[config.mk]
export PLATFORM = sky130hd
export DESIGN_NAME = rna_reduce
export DESIGN_NICKNAME = d
export VERILOG_FILES = /design/src/rtl/rna_pkg.sv /design/src/rtl/rna_reduce.sv
export SDC_FILE = /design/constraint.sdc
export NUM_CORES = 2
export LEC_CHECK = 0
export BUFFER_PORTS_ARGS = -buffer_cell sky130_fd_sc_hd__buf_2
export CORE_UTILIZATION = 60
export DETAILED_ROUTE_END_ITERATION = 10
export GPL_TIMING_DRIVEN = 0
export PLACE_DENSITY = 0.76
export SLEW_MARGIN = 15
export SYNTH_ARGS = -nofsm -noshare
export SYNTH_HDL_FRONTEND = slang
export SYNTH_SLANG_ARGS = --single-unit
[constraint.sdc]
create_clock -name clk -period 31.9 [get_ports clk]
set_clock_uncertainty 0.15 [all_clocks]
set_input_delay 1.595 -clock clk [delete_from_list [all_inputs] [get_ports clk]]
set_output_delay 1.595 -clock clk [all_outputs]
set_load 0.1 [all_outputs]
[src/rtl/rna_pkg.sv]
// Package with shared types, codes and constants of the rational number ALU.
package rna_pkg;

  localparam int unsigned VALUE_WIDTH_DEF = 32;
  localparam int unsigned NUM_W  = 32;
  localparam int unsigned DEN_W  = 31;
  localparam int unsigned WIDE_W = 64;

  localparam logic [2:0] OP_ADD = 3'd0;
  localparam logic [2:0] OP_SUB = 3'd1;
  localparam logic [2:0] OP_MUL = 3'd2;
  localparam logic [2:0] OP_DIV = 3'd3;
  localparam logic [2:0] OP_NEG = 3'd4;
  localparam logic [2:0] OP_CMP = 3'd5;
  localparam logic [2:0] OP_INC = 3'd6;

  localparam logic [1:0] ORD_LT = 2'd0;
  localparam logic [1:0] ORD_EQ = 2'd1;
  localparam logic [1:0] ORD_GT = 2'd2;

  localparam logic [1:0] ST_OK   = 2'd0;
  localparam logic [1:0] ST_ZERO = 2'd1;
  localparam logic [1:0] ST_OVF  = 2'd2;

  // One classified operation handed from the front end to the reducer.
  typedef struct packed {
    logic              run;
    logic              neg;
    logic [WIDE_W-1:0] mag;
    logic [WIDE_W-1:0] den;
    logic [1:0]        order;
    logic [1:0]        status;
  } job_t;

endpackage

[src/rtl/rna_reduce.sv]
// Back end: binary GCD reduction, exact division by the GCD and range check.
module rna_reduce #(
  parameter int unsigned VALUE_WIDTH = rna_pkg::VALUE_WIDTH_DEF
) (
  input  logic                clk,
  input  logic                rst_n,
  input  logic                job_valid,
  input  rna_pkg::job_t       job,
  output logic                job_pop,
  output logic                out_valid,
  output logic signed [31:0]  out_res_num,
  output logic [30:0]         out_res_den,
  output logic [1:0]          out_order,
  output logic [1:0]          out_status
);
  import rna_pkg::*;

  localparam logic [2:0] S_IDLE = 3'd0;
  localparam logic [2:0] S_GCD  = 3'd1;
  localparam logic [2:0] S_DIVN = 3'd2;
  localparam logic [2:0] S_DIVD = 3'd3;
  localparam logic [2:0] S_DONE = 3'd4;
  localparam logic [63:0] MAXPOS = (64'd1 << (VALUE_WIDTH - 1)) - 64'd1;

  logic [2:0]  state_r, state_nxt;
  job_t        job_r;
  logic [63:0] u_r, v_r;
  logic [6:0]  k_r;
  logic [63:0] rem_r, quo_r, dvd_r, g_r, qn_r;
  logic [6:0]  bit_r;
  logic [64:0] trial;

  always_comb begin
    state_nxt = state_r;
    unique case (state_r)
      S_IDLE: if (job_valid) state_nxt = S_GCD;
      S_GCD:  if (!job_r.run || job_r.mag == '0 || u_r == '0) state_nxt = S_DIVN;
      S_DIVN: if (!job_r.run || job_r.mag == '0 || bit_r == 7'd0) state_nxt = S_DIVD;
      S_DIVD: if (!job_r.run || job_r.mag == '0 || bit_r == 7'd0) state_nxt = S_DONE;
      S_DONE: state_nxt = S_IDLE;
      default: state_nxt = S_IDLE;
    endcase
  end

  always_ff @(posedge clk) begin
    if (!rst_n) state_r <= S_IDLE;
    else        state_r <= state_nxt;
  end

  assign trial = {rem_r, dvd_r[63]} - {1'b0, g_r};

  // Binary GCD on (mag, den); then two restoring divides by the GCD.
  // The odd/odd step leaves u at zero once both values match; v then holds the odd part.
  always_ff @(posedge clk) begin
    unique case (state_r)
      S_IDLE: if (job_valid) begin
        job_r <= job;
        u_r   <= job.mag;
        v_r   <= job.den;
        k_r   <= '0;
      end
      S_GCD: begin
        if (u_r == '0) begin
          g_r   <= v_r << k_r;
          rem_r <= '0; dvd_r <= job_r.mag; bit_r <= 7'd63;
        end else if (!u_r[0] && !v_r[0]) begin
          u_r <= u_r >> 1; v_r <= v_r >> 1; k_r <= k_r + 7'd1;
        end else if (!u_r[0]) u_r <= u_r >> 1;
        else if (!v_r[0]) v_r <= v_r >> 1;
        else if (u_r >= v_r) u_r <= (u_r - v_r) >> 1;
        else begin
          v_r <= (v_r - u_r) >> 1;
        end
      end
      S_DIVN, S_DIVD: begin
        quo_r <= {quo_r[62:0], ~trial[64]};
        if (state_r == S_DIVN && bit_r == 7'd0) begin
          qn_r  <= {quo_r[62:0], ~trial[64]};
          rem_r <= '0; dvd_r <= job_r.den; bit_r <= 7'd63;
        end else begin
          rem_r <= trial[64] ? {rem_r[62:0], dvd_r[63]} : trial[63:0];
          dvd_r <= dvd_r << 1;
          if (bit_r != 7'd0) bit_r <= bit_r - 7'd1;
        end
      end
      default: ;
    endcase
  end

  logic [63:0] dq;
  assign dq = quo_r;

  always_comb begin
    out_valid   = (state_r == S_DONE);
    out_order   = job_r.order;
    out_status  = job_r.status;
    out_res_num = '0;
    out_res_den = '0;
    if (job_r.status == ST_OK && job_r.run) begin
      if (job_r.mag == '0) begin
        out_res_den = 31'd1;
      end else if (dq > MAXPOS ||
                   (job_r.neg ? (qn_r > MAXPOS + 64'd1) : (qn_r > MAXPOS))) begin
        out_status = ST_OVF;
      end else begin
        out_res_den = dq[30:0];
        out_res_num = job_r.neg ? 32'(-qn_r) : qn_r[31:0];
      end
    end
  end

  assign job_pop = (state_r == S_IDLE) && job_valid;
endmodule

==> flow_metrics.py <==
metrics = {
    "run_status": {
        "outcome": "finished clean",
    },
    "grt": {
        "grtUsageMet1_pct": 53.91,
        "grt_pass1_vias": 35320,
        "use_met2_pct": 68.95,
        "grt_max_degree": 91,
        "top_usage_layer": "met2",
        "antenna_found_initial": 8,
        "grt_overflow_total": 0,
        "grt_first_pass_wirelength_microns": 219800,
        "track_usage_pct": 43.55,
        "use_met3_pct": 8.972,
    },
    "clock_network": {
        "clock_path_buffers": 3,
        "cts_resized": 0,
        "hold_buffers": 0,
        "htree_levels": 3,
        "clk_pin_slew_ns": 0.06,
        "clkSinkCount": 599,
        "root_buffer": "clkbuf_16",
        "tritoncts": "built",
        "cts_buffers": 69,
        "postCtsSetupBuffers": 0,
        "clkLatencyLatePin_ns": 0.63,
    },
    "floorplan": {
        "io_pins": 206,
        "start_util_pct": 61.06,
        "core-area_sq_mm": 0.06622,
        "die_height_microns": 261.6,
        "die_w_microns": 261.6,
        "design.die.area_sq_mm": 0.06843,
        "rows": 94,
    },
    "power": {
        "power_frac_clock_pct": 20.4,
        "ir_drop_mv": 0.07433,
        "power.density_mw_per_mm2": 86.24,
        "power_leakage_nw": 17.89,
        "p_switching_mw": 1.773,
        "total_power_mw": 3.899,
        "intPower_mw": 2.126,
        "p_sw_share_pct": 45.48,
        "p_seq_share_pct": 30.0,
        "pwr-share-comb_pct": 49.5,
    },
    "routing": {
        "ant_nets": 0,
        "drt_iter0_drc": 4534,
        "viasPerCell": 6.786,
        "first_pass_iters": 9,
        "routedWlPerCell_microns": 27.92,
        "num_vias": 36820,
        "drc": 0,
        "wl_microns": 151500,
    },
    "yosys": {
        "syn_inst": 4200,
        "synth.most_common_cell": "edfxtp_1",
        "synth-seq-area-share_pct": 44.41,
        "syn_nets": 4537,
        "synthArstFlopShare_pct": 0,
        "synth_top_cells_by_area": "edfxtp_1 44%, ha_1 6.1%, a21oi_1 4.3%, nor2_1 4.3%, nand2_1 3.8%",
        "synth.distinct_cells": 96,
        "synth_flop_cell": "edfxtp_1",
        "synth_seq_cells": 599,
        "syn_area_sq_mm": 0.04043,
        "synth_commonest_cells": "596 x edfxtp_1, 460 x nor2_1, 408 x nand2_1",
        "synth_top_area_cell": "edfxtp_1",
        "synth_top_area_share_pct": 44.27,
        "syn_area_per_cell_sq_um": 9.626,
        "synth_enable_flop_cells": 596,
        "ys.warnings.count": 0,
    },
    "layout": {
        "fin_nets": 4843,
        "fin_cells": 5426,
        "areaGrowthSynthToFinish_pct": 11.82,
        "final_util_pct": 68.28,
        "drive_above_1_share_pct": 12.07,
    },
    "setup_path": {
        "worst-path-buf-inv": 4,
        "critPathKind": "flop to output port",
        "rrSetupSlack_ns": 26.72,
        "required_ns": 30.16,
        "end_kind": "output port",
        "slowest_delay_ns": 0.50,
        "cp_cell_sequence": "inv_1, ha_1, nand3_1, or2_1, or3_1, clkbuf_1, nor3_2, nand2_1, or4_4, a21oi_4, nand2_2, buf_6, nor2_1, buf_2",
        "worstRegToRegCells": 13,
        "crit_family": "simple AND/OR/NAND/NOR gates",
        "r2r_end": "v_r[59]",
        "regToRegStartpoint": "v_r[0]",
        "arrival_ns": 4.36,
        "crit_fanout": 10,
        "start_kind": "flop",
        "cpMaxStageDelayCell": "or4_4",
    },
    "timing": {
        "finalCritPeriodShare_pct": 19.13,
        "fin_setup_tns_ns": 0,
        "fmax_ghz": 0.1639,
        "rsz0062_at_grt": "false",
        "fin_ws_ns": 25.80,
        "worstMarginPinSlew_ns": 1.296,
        "period_minus_slack_ns": 6.102,
        "final_hold_viol_count": 0,
        "final-max-slew-violation-count": 0,
        "setup_viol": 0,
        "slew_headroom_pct": 13.00,
    },
    "min_path": {
        "hold_path.class": "flop to flop",
        "hold_end": "dq[5]",
        "min_from": "dq[4]",
        "hold_depth": 0,
    },
    "placed_design": {
        "place_ws_ns": 26.09,
        "io_buffers": 205,
        "dp_hpwl_microns": 115300,
        "gp_congestion": 1.015,
        "dp_cells": 5299,
    },
    "job": {
        "max-cap-violations": 0,
    },
}
how the worst max path moves through the flow:
stage               from               to  slack, ns  cells after the start
2_1_floorplan  job_valid          job_pop      12.20                      1
3_3_place_gp   job_valid          job_pop       6.33                      3
3_5_place_dp   job_valid        job_r[52]      26.09                     15
4_1_cts          qn_r[0]  out_res_num[29]      25.77                     14
5_1_grt          qn_r[0]  out_res_num[29]      25.59                     14
6_report         qn_r[0]  out_res_num[29]      25.80                     14
state kept, by name, indices dropped and copies added (netlist names):
| signal | flops |
|---|---|
| bit_r | 7 |
| dq | 64 |
| dvd_r | 64 |
| g_r | 64 |
| job_r | 132 |
| k_r | 7 |
| out_order | 2 |
| qn_r | 64 |
| rem_r | 64 |
| state_r | 3 |
| u_r | 64 |
| v_r | 64 |
through the flow:
stage	hold slack (ns)	cell area, sq um
floorplan	0.2862	40430
global placement	0.2951	42540
detailed placement	0.3054	42960
CTS	0.3211	45200
global route	0.3281	45200
finish	0.3193	45210
placed cells by master (no fill, tap or decap), types with 24 or more instances in the layout:
cell       count
nand4_1       63
o21bai_1      61
nand3_1       37
a22oi_1       74
nor4_1        64
inv_1        258
xnor2_1      107
mux4_2        44
nand2_1      408
ha_1         197
nand2b_1      25
nor2_1       460
mux2_2        33
clkbuf_1     187
a221oi_1      56
a211oi_1      46
and3_1        59
a21o_1        94
edfxtp_1     596
clkbuf_16     69
buf_2        261
mux2i_1      105
nor3_1        80
o21ai_0      231
a31oi_1       26
xor2_1        88
a21oi_1      348
or2_2         24
o21a_1        30
layout make-up:
cell class                 instances  area (sq um)
clock buffer                      76          1753
inverter                         262         993.5
buffer                           255          1109
tap                              864          1081
antenna                            4         10.01
clock inverter                    47         493.0
fill                            5109         21000
multi-input combinational       3084         20450
sequential                       599         17960
timing repair buffer             235          1361
power by group through the flow:
stage	combinational [mW]	clock, mW	sequential (mW)
6_report	1.93	0.797	1.17
5_1_grt	2.04	0.821	1.17
4_1_cts	1.86	0.797	1.16
3_5_place_dp	1.84	0	1.17
3_3_place_gp	1.82	0	1.20
2_1_floorplan	1.26	0	1.12
routing by layer:
| layer | part of all wire (%) | up-vias |
|---|---|---|
| met1 | 37 | 17670 |
| li1 | - | 16120 |
| met5 | 0.037 | - |
| met4 | 7.5 | 8 |
| met3 | 10 | 573 |
| met2 | 45 | 2446 |
kinds of logic after synthesis:
kind of cell / share of synthesized area [%]
AO/OA/AOI/OAI: 18.85
XOR/XNOR: 4.224
adder cells (fa/ha/maj): 6.245
buffers and inverters: 5.156
flip-flops: 44.41
multiplexers: 5.970
AND/OR/NAND/NOR: 15.14
(Power assumes the default switching activity.)
