<file path="src/rtl/rna_pkg.sv">
// Package with shared types, codes and constants of the rational number ALU.
package rna_pkg;

  localparam int unsigned VALUE_WIDTH_DEF = 32;
  localparam int unsigned NUM_W  = 32;
  localparam int unsigned DEN_W  = 31;
  localparam int unsigned WIDE_W = 64;

  localparam logic [2:0] OP_ADD = 3'd0;
  localparam logic [2:0] OP_SUB = 3'd1;
  localparam logic [2:0] OP_MUL = 3'd2;
  localparam logic [2:0] OP_DIV = 3'd3;
  localparam logic [2:0] OP_NEG = 3'd4;
  localparam logic [2:0] OP_CMP = 3'd5;
  localparam logic [2:0] OP_INC = 3'd6;

  localparam logic [1:0] ORD_LT = 2'd0;
  localparam logic [1:0] ORD_EQ = 2'd1;
  localparam logic [1:0] ORD_GT = 2'd2;

  localparam logic [1:0] ST_OK   = 2'd0;
  localparam logic [1:0] ST_ZERO = 2'd1;
  localparam logic [1:0] ST_OVF  = 2'd2;

  // One classified operation handed from the front end to the reducer.
  typedef struct packed {
    logic              run;
    logic              neg;
    logic [WIDE_W-1:0] mag;
    logic [WIDE_W-1:0] den;
    logic [1:0]        order;
    logic [1:0]        status;
  } job_t;

endpackage

</file>
<file path="src/rtl/rna_queue.sv">
// Two-entry queue between the front end and the reducer.
module rna_queue (
  input  logic          clk,
  input  logic          rst_n,
  input  logic          push,
  input  rna_pkg::job_t wdata,
  output logic          full,
  input  logic          pop,
  output logic          not_empty,
  output rna_pkg::job_t rdata
);
  import rna_pkg::*;

  job_t       mem_r [2];
  logic       wp_r, rp_r;
  logic [1:0] cnt_r;

  always_ff @(posedge clk) begin
    if (!rst_n) begin
      wp_r <= 1'b0; rp_r <= 1'b0; cnt_r <= 2'd0;
    end else begin
      if (push) wp_r <= ~wp_r;
      if (pop)  rp_r <= ~rp_r;
      cnt_r <= cnt_r + 2'(push) - 2'(pop);
    end
  end

  always_ff @(posedge clk) begin
    if (push) mem_r[wp_r] <= wdata;
  end

  assign rdata     = mem_r[rp_r];
  assign full      = (cnt_r == 2'd2);
  assign not_empty = (cnt_r != 2'd0);
endmodule

</file>
<file path="config.mk">
export PLATFORM = sky130hd
export DESIGN_NAME = rna_queue
export DESIGN_NICKNAME = d
export VERILOG_FILES = /design/src/rtl/rna_pkg.sv /design/src/rtl/rna_queue.sv
export SDC_FILE = /design/constraint.sdc
export NUM_CORES = 1
export LEC_CHECK = 0
export BUFFER_PORTS_ARGS = -buffer_cell sky130_fd_sc_hd__buf_4
export CORE_ASPECT_RATIO = 1.5
export CORE_UTILIZATION = 56
export DETAILED_ROUTE_END_ITERATION = 8
export MAX_ROUTING_LAYER = met4
export PLACE_DENSITY = 0.84
export SKIP_CTS_REPAIR_TIMING = 1
export SYNTH_ARGS = -nofsm -noshare
export SYNTH_HDL_FRONTEND = slang
export SYNTH_SLANG_ARGS = --single-unit
</file>
<file path="constraint.sdc">
create_clock -name clk -period 12.9 [get_ports clk]
set_input_delay 0.645 -clock clk [delete_from_list [all_inputs] [get_ports clk]]
set_output_delay 0.645 -clock clk [all_outputs]
set_load 0.02 [all_outputs]
</file>
==> summary.md, run 1 <==
| Metric | Value |
|---|---|
| Status | `finished, violations left` |
| Failing checks | `DRC` |
| Switching Share | `0.219` |
| Commonest cells after routing, fill and taps aside | `277 x buf_4, 268 x edfxtp_1, 74 x mux2_2, 60 x mux2_4, 25 x clkbuf_16` |
| Reg2reg path depth | `3` |
| Cells on Worst Hold Path | `1` |
| Die height | `167 um` |
| Overall routed net length | `19.0 mm` |
| Internal power | `0.00159 W` |
| Most common cell after layout, fill and taps aside | `buf_4` |
| CP required | `12.26 ns` |
| Ys Warns | `0` |
| Compound-cell area share of the yosys netlist | `0.000741` |
| Syn Std Cell Area | `10100 um^2` |
| Combinational share of power | `0.137` |
| Critical-path top delay cell | `dfxtp_4` |
| Worst-Margin Slew | `1.11 ns` |
| Synth Area in Adders | `0.00247` |
| Mean post-synth cell area | `23.1 um^2` |
| Number of port buffers | `273` |
| Clk buf depth | `3` |
| Achievable Freq | `0.264 GHz` |
| CTS tree | `yes` |
| Critical Path Most Common Cell | `buf_4` |
| Overall die width | `112 um` |
| Die Area | `18700 um^2` |
| Post-synthesis mux area share | `0.171` |
| Fin crit share | `0.294` |
| Std cell rows | `59` |
| Root Buffer | `clkbuf_16` |
| Startpoint types | `flop` |
| CTS H-tree depth | `1` |
| Crit path capture type | `output port` |
| Fill count | `990` |
| DR WL/cell | `19.9 um` |
| Number of nets in the layout | `866` |
| CP peak stage delay | `0.99 ns` |
| Finished Core Util | `0.753` |
| Sequential fraction of design power | `0.514` |
| Clock buffer count from CTS | `24` |
| MaxCap Viol Count | `0` |
| Clock-pin slew on the worst setup and hold paths | `0.06 ns` |
| Starting Density | `0.579` |
| Post-synth cell types | `14` |
| Slew HR | `0.257` |
| Setup Skew | `0.0145 ns` |
| Flop and latch count out of synthesis | `273` |
| RSZ-0062 raised after global routing | `false` |
| Hold crit path type | `input port to flop` |
| GPL Wtd Cong | `0.737` |
| Layout cells sized above 1 | `0.606` |
| DR DRC count | `17` |
| Critical path class | `flop to output port` |
| Largest net degree at the start of global routing | `84` |
| Drt pass-1 iters | `7` |
| Vias in the first global route | `5476` |
| Worst path depth | `3` |
| Total track usage | `0.208` |
| Clock power frac | `0.348` |
| Area grow syn2layout | `30.0%` |
| Gate Count Post-Synth | `438` |
| Final Hold Fails | `0` |
| DRT antenna net count | `0` |
| Core Footprint | `17500 um^2` |
| Fin Setup TNS | `0 ns` |
| Detail Placement HPWL | `12.6 mm` |
| CP arrival | `3.14 ns` |
| Sequential fraction of the synthesis area | `0.804` |
| Leak | `5.08 nW` |
| Synthesized Nets | `578` |
| P per Cell Area | `154 nW/um^2` |
| IO Pins | `274` |
| Pins Over Slew Limit | `0` |
| DR vias | `5094` |
| # setup viols final | `0` |
| DR iter-0 viols | `305` |
| Clock sink count | `273` |
| ANT cells | `0` |
| Total gr overflow | `0` |
| Critical-path cell list | `buf_4 > mux2_2 > buf_4` |
| Crit path max fanout | `72` |
| Largest family of logic cells by synthesized area | `multiplexers` |
| Simple-Gate Fraction of Synth Area | `0.00556` |
| CP delay by family, top | `buffers and inverters` |
| Critical path buffers and inverters | `2` |
| Routed vias/inst | `5.32` |
| Initial antenna violation count | `0` |
| P_sw | `0.000445 W` |
| Final min period | `3.79 ns` |
| Post-Synth XOR/XNOR Area | `0.00309` |
| Clock Latency Late Sink | `0.51 ns` |
| First-pass GRT wire length | `28.4 mm` |
| Maximum VDD drop | `122 uV` |
per-layer routing:
layer	up-vias	GRT usage	wire length, um
met3	66	0.0462	1420
met4	0	0.117	1060
met1	2489	0.209	6160
met5	-	-	0
met2	223	0.367	10400
li1	2316	-	-
synth_stat cells:
master,count,share of area
and2_1,4,0.0025
dfxtp_1,5,0.0099
edfxtp_1,268,0.79
mux2_4,60,0.089
o21a_1,1,0.00074
mux2_2,74,0.082
buf_2,7,0.0035
xor2_1,1,0.00086
nor2b_1,4,0.0025
xnor3_1,1,0.0022
ha_1,2,0.0025
or2_2,1,0.00062
inv_1,2,0.00074
buf_6,8,0.0089
cell type report:
type	instances	area [um^2]	area share
timing repair buffer	277	2080	0.158
multi-input combinational	148	1860	0.142
sequential	273	8150	0.619
tap	213	267	0.0202
clock inverter	7	91.3	0.00693
clock buffer	37	711	0.0540
inverter	2	7.51	0.000570
power by group through the flow:
stage / Combinational [W] / Sequential, W / Clock [W]
floorplan: 0.000168 / 0.00106 / 0
global placement: 0.000274 / 0.00106 / 0
detailed placement: 0.000281 / 0.00107 / 0
CTS: 0.000283 / 0.00105 / 0.000726
global route: 0.000293 / 0.00105 / 0.000756
finish: 0.000280 / 0.00105 / 0.000709
logic make-up (layout without fill, tap and decap cells):
group                      count (synthesis)  in the layout
xor gates and xnor gates                   2              2
muxes                                    134            134
DFF                                      273            273
AOI/OAI and AO/OA                          1              1
adders and majority gates                  2              2
buffers and inverters                     17            323
and+or+nand+nor                            9              9
final timing paths:
path | from | to | slack [ns]
worst max-delay path | flop | rdata[6] | 9.11
worst min-delay path | wdata[77] | mem_r[1][77] | 0.32
worst max register to register | wp_r | mem_r[0][103] | 9.98
worst min register to register | rp_r | flop | 0.59
through the flow:
stage / power [W] / hold WS, ns / cell area [um^2] / worst slack, ns / std cells
global placement: 0.00134 / 0.559 / 12400 / 9.62 / 913
CTS: 0.00206 / 0.298 / 13200 / 9.06 / 957
global route: 0.00210 / 0.300 / 13200 / 8.94 / 957
floorplan: 0.00123 / 0.555 / 10100 / 5.77 / 438
detailed placement: 0.00135 / 0.563 / 12400 / 9.49 / 913
finish: 0.00203 / 0.316 / 13200 / 9.11 / 957
sequential cells by signal (all words and copies together) (netlist names), named ones only:
signal and count:
wp_r 1, mem_r 268, rp_r 1, cnt_r 2
Power figures use the tool's default switching activity.
==> run 2: changes to the inputs <==
ABC_AREA = 1   (was not set)
CORE_UTILIZATION = 52   (was 56)
PLACE_DENSITY = 0.79   (was 0.84)
clock period = 3.8 ns   (was 12.9 ns; I/O delays follow)
==> summary.md, run 2 <==
| Metric | Value |
|---|---|
| Status | `complete, no violations` |
| Detail Placement HPWL | `13.4 mm (+5.9%)` |
| Commonest cells post-synth | `268 x edfxtp_1, 74 x mux2_2, 60 x mux2_4, 9 x nand2_1` |
| Root Buffer | `clkbuf_16` |
| Finished Core Util | `0.762 (+0.00889)` |
| Layout cells sized above 1 | `0.501 (-0.106)` |
| Flop and latch count out of synthesis | `273 (unchanged)` |
| Ys Warns | `0 (unchanged)` |
| Maximum VDD drop | `469 uV (+280%)` |
| Sequential fraction of the synthesis area | `0.804 (about the same)` |
| Finished Cell Area | `14500 um^2 (+10%)` |
| Number of nets in the layout | `1017 (+17%)` |
| DR iter-0 viols | `305 (unchanged)` |
| Post-synth cell types | `12 (-2)` |
| Startpoint types | `flop` |
| First-pass GRT wire length | `29.4 mm (+3.3%)` |
| Number of port buffers | `273 (unchanged)` |
| Slew HR | `0.316 (+0.0589)` |
| Dominant cells by area after synthesis | `edfxtp_1 79%, mux2_4 8.9%, mux2_2 8.2%, dfxtp_1 0.99%, buf_6 0.89%` |
| Gate Count Post-Synth | `450 (+2.7%)` |
| Max FFs per register | `268 (unchanged)` |
| Largest regs | `mem_r (268), cnt_r (2)` |
| IO Pins | `274 (unchanged)` |
| CTS H-tree depth | `1 (unchanged)` |
| Clk buf depth | `3 (unchanged)` |
| CTS tree | `yes` |
| Achievable Freq | `0.371 GHz` |
| Routed vias/inst | `5.08 (-4.6%)` |
| Reg2reg path depth | `3 (unchanged)` |
| Layout Cells excl Fill | `1149 (+20%)` |
| Clock sink count | `273 (unchanged)` |
| P_sw | `0.00155 W (+250%)` |
| CP arrival | `2.51 ns (-0.63 ns)` |
| Vias in the first global route | `5625 (+2.7%)` |
| Internal power | `0.00523 W (+230%)` |
| Pins Over Slew Limit | `0 (unchanged)` |
| Overall die width | `116 um (+3.7%)` |
| Critical-path top delay cell | `dfxtp_4` |
| Final Hold Fails | `0 (unchanged)` |
| Sequential fraction of design power | `0.525 (+0.011)` |
| Die Area | `20100 um^2 (+7.6%)` |
| Critical-path cell list | `buf_4 > mux2_2 > buf_4` |
| Total gr overflow | `0 (unchanged)` |
| Switching Share | `0.229 (+0.00984)` |
| Largest Register | `mem_r` |
| DR vias | `5834 (+15%)` |
| Most common cell after layout, fill and taps aside | `buf_4` |
| Commonest cells after routing, fill and taps aside | `278 x buf_4, 268 x edfxtp_1, 137 x dlygate4sd3_1, 74 x mux2_2, 60 x mux2_4` |
| Number of synthesized flops with an enable pin | `268 (unchanged)` |
| Hold_sp | `wdata[39]` |
| Area grow syn2layout | `43.5%` |
| DRT antenna net count | `0 (unchanged)` |
| Largest net degree at the start of global routing | `109 (+30%)` |
| CP required | `3.61 ns (-8.65 ns)` |
| Core Footprint | `19100 um^2 (+9.1%)` |
| Combinational share of power | `0.146 (+0.009)` |
| Mean post-synth cell area | `22.5 um^2 (-2.7%)` |
| Crit path max fanout | `47 (-35%)` |
| Leak | `5.63 nW (+11%)` |
| Post-synth top flop | `edfxtp_1` |
| Overall routed net length | `23.7 mm (+24%)` |
| Clock Latency Late Sink | `0.51 ns (about the same)` |
| GPL Wtd Cong | `0.788 (+6.9%)` |
| RSZ-0062 raised after global routing | `false` |
| Final min period | `2.70 ns` |
| Multi-input logic area | `1840 um^2 (-1.3%)` |
| Ys async rst share | `0 (unchanged)` |
| Hold crit path type | `input port to flop` |
| # setup viols final | `0 (unchanged)` |
| Synthesized Nets | `590 (+2.1%)` |
| Crit path capture type | `output port` |
| Clock-pin slew on the worst setup and hold paths | `0.07 ns (about the same)` |
| Drt pass-1 iters | `4 (-3)` |
| Sequential cell area | `8150 um^2 (unchanged)` |
| Total track usage | `0.204 (-0.00375)` |
| Syn Std Cell Area | `10100 um^2 (about the same)` |
| Clock buffer count from CTS | `24 (unchanged)` |
| Cells on Worst Hold Path | `2 (+1)` |
| Die height | `173 um (+3.7%)` |
| Area share of the largest cell type after synthesis | `0.794 (about the same)` |
| Critical Path Most Common Cell | `buf_4` |
| Leading area contributor after synthesis | `edfxtp_1` |
| Clock power frac | `0.330 (-0.018)` |
| Setup Skew | `0.0231 ns (+0.00860 ns)` |
| MaxCap Viol Count | `0 (unchanged)` |
| DR WL/cell | `20.6 um (+3.7%)` |
| DR DRC count | `0 (-17)` |
| CP peak stage delay | `0.87 ns (-0.12 ns)` |
| # placed instances | `970 (+6.2%)` |
| Starting Density | `0.531 (-0.0483)` |
| Post-DP Area | `12500 um^2 (+0.66%)` |
| Initial antenna violation count | `4 (+4)` |
| Worst flop-to-flop path startpoint | `wp_r` |
| Worst-Margin Slew | `1.03 ns (-0.0883 ns)` |
| P per Cell Area | `467 nW/um^2 (+200%)` |
| Fin Setup TNS | `0 ns (unchanged)` |
| Count leader, synth | `edfxtp_1` |
| Fill count | `1079 (+9.0%)` |
| Fin crit share | `0.710` |
| Critical path class | `flop to output port` |
| Std cell rows | `62 (+5.1%)` |
## run 2: cells by family (layout without fill, tap and decap cells)
| kind of cell | after synthesis | in the layout | synth area share |
|---|---|---|---|
| simple gates | 18 | 18 | 0.00679 |
| flops | 273 | 273 | 0.804 |
| other cells | 0 | 4 | 0 |
| fa+ha+maj | 2 | 2 | 0.00247 |
| mux | 134 | 134 | 0.171 |
| buf+inv | 22 | 461 | 0.0149 |
| compound gates | 1 | 1 | 0.000493 |
## run 2: area by class of cell
class | instances | share of cell area
diodes | 4 | 0.000689
clock buffers | 29 | 0.0426
clock inverters | 9 | 0.00585
inverters | 7 | 0.00215
multi-input cells | 155 | 0.127
flip-flops and latches | 273 | 0.561
well taps | 256 | 0.0220
repair buffers | 416 | 0.239
## run 2: worst paths after layout
path	end	slack [ns]
worst min-delay path	mem_r[1][39]	0.40
worst max-delay path	rdata[60]	1.10
worst min register to register	rp_r	0.51
worst max register to register	mem_r[1][92]	1.72
## run 2: layer usage
layer,GRT usage,up-vias,share of wire
li1,-,2623,-
met1,0.199,2894,0.34
met2,0.364,245,0.57
met3,0.0445,72,0.050
met4,0.113,0,0.044
met5,-,-,0
## run 2: worst max-delay path, delay by kind of cell (launching register included)
family,cells,cell delay [ns]
flip-flops,1,0.87
multiplexers,1,0.41
buffers and inverters,2,0.68
## run 2: through the flow
step                total power (W)  hold slack (ns)  setup slack, ns
finish                      0.00678            0.400             1.10
global route                0.00700            0.377            0.977
CTS                         0.00668           -0.170             1.05
detailed placement          0.00447            0.377             1.64
global placement            0.00444            0.375             1.71
floorplan                   0.00408            0.283            0.254
## run 2: power groups by stage
stage	combinational (W)	sequential, W	clock, W
final	0.000987	0.00356	0.00224
after global routing	0.00104	0.00357	0.00239
after CTS	0.000859	0.00355	0.00226
after detailed placement	0.000854	0.00362	0
after global placement	0.000832	0.00361	0
after floorplan	0.000490	0.00359	0
